==> src/rtl/core/assert_macros.svh <==
// ----------------------------------------------------------------------------
// assert_macros.svh
// Assertion shorthands shared by the terminal RTL. Every check is clocked
// on clk and held off while rst_n is low.
// ----------------------------------------------------------------------------
`ifndef ASSERT_MACROS_SVH
`define ASSERT_MACROS_SVH

// Check that a condition holds at every clock edge out of reset.
`define TTCS_ASSERT(lbl, cond, msg) \
    lbl: assert property (@(posedge clk) disable iff (!rst_n) (cond)) else $error(msg);

// Check that a consequent holds whenever the antecedent does.
`define TTCS_ASSERT_IMPL(lbl, ante, cons, msg) \
    lbl: assert property (@(posedge clk) disable iff (!rst_n) (ante) |-> (cons)) \
        else $error(msg);

`endif

==> src/rtl/core/ttcs_pkg.sv <==
// ----------------------------------------------------------------------------
// ttcs_pkg
// Types and constants for the ring-scrolled text terminal.
// ----------------------------------------------------------------------------
package ttcs_pkg;

    // Screen geometry
    localparam int COLS   = 80;
    localparam int ROWS   = 25;
    localparam int DEPTH  = ROWS * COLS;
    localparam int ADDR_W = $clog2(DEPTH);

    // Field widths
    localparam int COL_W  = 7;
    localparam int ROW_W  = 5;
    localparam int CHAR_W = 8;

    localparam logic [COL_W-1:0] LAST_COL = COL_W'(COLS - 1);
    localparam logic [ROW_W-1:0] LAST_ROW = ROW_W'(ROWS - 1);

    // Special characters
    localparam logic [CHAR_W-1:0] CH_LF    = 8'd10;
    localparam logic [CHAR_W-1:0] CH_CR    = 8'd13;
    localparam logic [CHAR_W-1:0] CH_SPACE = 8'd32;

    // Operation codes
    typedef enum logic [1:0] {
        OP_PUT   = 2'd0,
        OP_DEL   = 2'd1,
        OP_CLEAR = 2'd2,
        OP_READ  = 2'd3
    } op_t;

    // Command item
    typedef struct packed {
        op_t               op;
        logic [CHAR_W-1:0] char_code;
        logic [ROW_W-1:0]  read_row;
        logic [COL_W-1:0]  read_col;
    } cmd_t;

    // Result item
    typedef struct packed {
        logic [COL_W-1:0]  cursor_col;
        logic [ROW_W-1:0]  cursor_row;
        logic [ROW_W-1:0]  top_row;
        logic              scrolled;
        logic [CHAR_W-1:0] read_char;
    } res_t;

endpackage

==> src/rtl/core/ttcs_addr_unit.sv <==
// ----------------------------------------------------------------------------
// ttcs_addr_unit
// Shared cell address unit: maps a screen line and column through the row
// ring onto a linear store address.
// ----------------------------------------------------------------------------
module ttcs_addr_unit
    import ttcs_pkg::*;
(
    input  logic [ROW_W-1:0]  top,
    input  logic [ROW_W-1:0]  line,
    input  logic [COL_W-1:0]  col,
    output logic [ADDR_W-1:0] addr
);

    logic [ROW_W:0]   sum;
    logic [ROW_W-1:0] ring;

    // Wrap the ring row with a single compare and subtract
    always_comb
    begin
        sum = {1'b0, top} + {1'b0, line};
        if (sum >= (ROW_W + 1)'(ROWS))
        begin
            ring = ROW_W'(sum - (ROW_W + 1)'(ROWS));
        end
        else
        begin
            ring = sum[ROW_W-1:0];
        end
    end

    // Row base by constant multiply, then add column
    assign addr = ADDR_W'(ring * ADDR_W'(COLS)) + ADDR_W'(col);

endmodule
==> config.mk <==
export PLATFORM = sky130hd
export DESIGN_NAME = ttcs_addr_unit
export DESIGN_NICKNAME = d
export VERILOG_FILES = /design/src/rtl/core/assert_macros.svh /design/src/rtl/core/ttcs_pkg.sv /design/src/rtl/core/ttcs_addr_unit.sv
export SDC_FILE = /design/constraint.sdc
export NUM_CORES = 1
export LEC_CHECK = 0
export BUFFER_PORTS_ARGS = -buffer_cell sky130_fd_sc_hd__buf_4
export CELL_PAD_IN_SITES_DETAIL_PLACEMENT = 1
export CELL_PAD_IN_SITES_GLOBAL_PLACEMENT = 1
export CORE_UTILIZATION = 37
export DETAILED_ROUTE_END_ITERATION = 7
export PLACE_DENSITY_LB_ADDON = 0.25
export RECOVER_POWER = 50
export SLEW_MARGIN = 20
export SYNTH_ARGS = -nofsm -noshare
export SYNTH_HDL_FRONTEND = slang
export SYNTH_SLANG_ARGS = --single-unit
==> constraint.sdc <==
create_clock -name vclk -period 7.4
set_input_delay 1.11 -clock vclk [all_inputs]
set_output_delay 1.11 -clock vclk [all_outputs]
set_load 0.005 [all_outputs]
Word level (Yosys, flattened, before mapping)
Index checks and enable logic that the tools add are counted.
{ "totals": {"reg_bits": 0, "output_inout_bits": 11} }
{ "op_classes": {"multipliers": 1, "n_lt_le_gt_ge": 1, "mux": 1, "addsub": 3} }
{ "ops": {"columns": ["op", "n"], "rows": [
  ["$add A11 B7 Y11", 1],
  ["$mul A5 B3 Y7 const B", 1],
  ["$add A5 B5 Y6", 1],
  ["$ge A6 B5 Y1 const B", 1],
  ["$mux W5", 1],
  ["$sub A5 B5 Y5 const B", 1]
]} }

Depth between registers and ports, before layout
{ "logic_depth": {"word_depth": 5, "depth_mapped": 17, "depth_no_buf": 17} }

Least setup slack after synthesis
Ideal clock, no wire load.
{ "synth_timing": {"kind": "input-to-output", "from": "input top[0]", "to": "output addr[10]", "path_stages": 16, "path_buffers": 0, "arrival_ns": 4.938, "t_required_ns": 6.290, "path_slack_ns": 1.352, "cell_sequence": "ha_1 fa_1 inv_1 ha_1 o31a_1 a41o_1 nor2_2 mux2_1 ha_1 ha_1 fa_1 nand2_1 nor2b_1 o21ai_0 a221oi_1 xnor2_1"} }
{ "synth_between": {"elab_chain_len": 5} }
{ "synth_lines": {"columns": ["item", "line_no", "source"], "rows": [
  ["start: declaration", "ttcs_addr_unit.sv:9", "input logic [ROW_W-1:0] top,"],
  ["$add A5 B5 Y6 (*)", "ttcs_addr_unit.sv:21", "sum = {1'b0, top} + {1'b0, line};"],
  ["$sub A5 B5 Y5 or $ge A6 B5 Y1 (tied branches)", "ttcs_addr_unit.sv:24, ttcs_addr_unit.sv:22", null],
  ["$mux W5 (*)", "ttcs_addr_unit.sv:22", "if (sum >= (ROW_W + 1)'(ROWS))"],
  ["$mul A5 B3 Y7 (*)", "ttcs_addr_unit.sv:33", "assign addr = ADDR_W'(ring * ADDR_W'(COLS)) + ADDR_W'(col);"],
  ["$add A11 B7 Y11 (*)", "ttcs_addr_unit.sv:33", null],
  ["end: declaration", "ttcs_addr_unit.sv:12", "output logic [ADDR_W-1:0] addr"]
]} }
Every way passes the cells marked *; elsewhere a longest branch is shown, timed or not.

Worst setup path in the final report
Same ends and word-level chain as after synthesis.

==> run_results.csv <==
group,metric,value,unit
timing,fin_crit,6.59,ns
grt,track_usage,15.5,%
synth,postSynthCellCount,78,
route,drc_violations,0,
clock_tree,post_cts_resized,0,
route,wl_per_cell,12.1,um
power_and_ir_drop,power.density_cell_area,328,nW/um2
place,place.gp.congestion,0.738,
setup_path,critPathSlowestCell,"fa_1",
place,place.port_buffers,20,
route,dr_pass1_iterations,4,
timing,timing.hold.ws,2.22,ns
setup_path,end_kind,"output port",
timing,tns,0,ns
setup_path,crit_family,"adder cells",
die,starting_utilization_of_the_core_area,41.9,%
power_and_ir_drop,max-vdd-ir-drop,229,uV
timing,final_hold_viol_count,0,
setup_path,critPathRequiredTime,6.29,ns
setup_path,crit_path_max_incr_delay,0.54,ns
grt,globalRoute.totalOverflow,0,
run,cap_viol_max_count,0,
synth,synth.distinct_cells,29,
synth,synth.net_count,114,
setup_path,cp.buffers_inverters,3,
setup_path,critPathLaunch,"top[0]",
power_and_ir_drop,power.leakage,0.000411,uW
worst_hold_path,min_from,"col[3]",
finish,n_antenna_cell,0,
die,ios,28,
route,detailedRoute.firstIterationViolations,2,
clock_tree,cts_hold_buf,0,
finish,final_layout_size_suffix_gt1_share,22.3,%
die,die_width,44.5,um
synth,ys_seq_area_share,0,%
setup_path,crit_path_arrival_time,5.48,ns
die,design.die.area,1980,um2
grt,largest_net_degree_at_the_start_of_global_routing,8,
timing,slew_viol_final,0,
synth,cell_area_synth,668,um2
setup_path,timing.critical_path.fanout_max,3,
clock_tree,post-cts-setup-buffer-count,0,
finish,stdcell_count,118,
route,vias_per_cell,5.17,
timing,worst-slew-pin-transition,0.620,ns
die,chipHeight,44.5,um
finish,seq_cell_count,0,
timing,rsz0062_at_grt,"false",
setup_path,timing.setup.critical_path_class,"primary input to output port",
grt,via_count_of_the_first_global_routing_pass,597,
place,hpwl_dp,1280,um
finish,area.growth.synth_to_final,22.1,%
place,post-place-cells,118,
finish,layout.clock_buffers,0,
setup_path,critPathLaunchType,"primary input",
setup_path,list_of_cells_traversed_by_the_critical_path,"buf_4 > ha_1 > fa_1 > inv_1 > ha_1 > o31a_1 > a41o_1 > nor2_1 > mux2_1 > ha_1 > ha_1 > fa_1 > nand2_1 > nor2b_1 > o21ai_0 > a221oi_1 > xnor2_1 > buf_4",
route,dr_total_vias,610,
timing,max_freq,152,MHz
route,number_of_nets_with_antenna_violations_after_routing,0,
die,fp-row-count,14,
synth,synth_warnings,0,
status,outcome,"completed",
timing,headroom_to_the_max_slew_limit,58.2,%
finish,final.fill_count,216,
power_and_ir_drop,power,267,uW
route,routed_wl,1420,um
timing,fin_crit_sh,89.0,%
finish,final-seq-area,0,um2
grt,antenna_found_initial,0,
worst_hold_path,timing.hold.worst.class,"primary input to output port",
grt,grt_pass1_wl,2410,um
timing,finalSetupViolCount,0,
die,floorplan.core_area,1590,um2
setup_path,critical_path.most_common_cell,"ha_1",
finish,design.final.nets,132,
synth,avgSynthCellArea,8.57,um2
==> cells in the mapped netlist (2+ instances only) <==
cell / n / area share (%)
ha_1: 16 / 30
xnor2_1: 8 / 10
a21oi_1: 6 / 4.5
inv_1: 5 / 2.8
buf_4: 4 / 4.5
o21ai_0: 4 / 3.0
a211o_1: 3 / 3.9
a21o_1: 3 / 3.4
fa_1: 3 / 9.0
nand2_1: 3 / 1.7
nor2b_1: 3 / 2.8
nor2_1: 2 / 1.1
xor2_1: 2 / 2.6
==> worst paths after layout <==
kind / end / slack, ns / cells after the start
max: addr[10] / 0.81 / 18
min: addr[3] / 2.22 / 0
==> per-stage QoR <==
stage	util, %	setup slack [ns]	cell area [um2]
6_report	51.2	0.814	816
5_1_grt	51.2	0.550	816
3_3_place_gp	51.3	0.911	818
4_1_cts	51.3	0.834	818
2_1_floorplan	-	1.35	668
3_5_place_dp	51.3	0.842	818
==> cell usage in the layout (no fill, tap or decap), types with 3 or more instances in the layout <==
cell type	count
inv_1	5
xnor2_1	8
fa_1	3
a21o_1	3
nand2_1	3
a211o_1	3
ha_1	16
nor2b_1	3
o21ai_0	4
a21oi_1	6
buf_4	20
nor2_1	3
==> per-layer routing <==
metal / vias to the layer above / GRT usage (%) / routed length (um)
li1: 316 / - / -
met1: 278 / 20.8 / 698
met2: 16 / 28.8 / 661
met3: 0 / 0.408 / 62
met4: 0 / 0.606 / 0
met5: - / 0 / 0
==> cell families after synthesis <==
kind of cell	count (synthesis)	share of synthesized area, %
simple gates	15	12.2
fa+ha+maj	19	39.0
compound gates	23	23.4
buf+inv	9	7.30
xor+xnor	10	13.1
mux	2	5.06
==> where the power goes <==
group          internal (uW)  leakage [uW]  switching [uW]
combinational            146      0.000411             122
sequential                 0             0               0
clock                      0             0               0
==> layout make-up <==
class	count	area (um2)	share of cell area [%]
multi-input cells	69	617	75.6
repair buffers	20	150	18.4
well taps	24	30.0	3.68
inverters	5	18.8	2.30
Power figures use the tool's default switching activity.
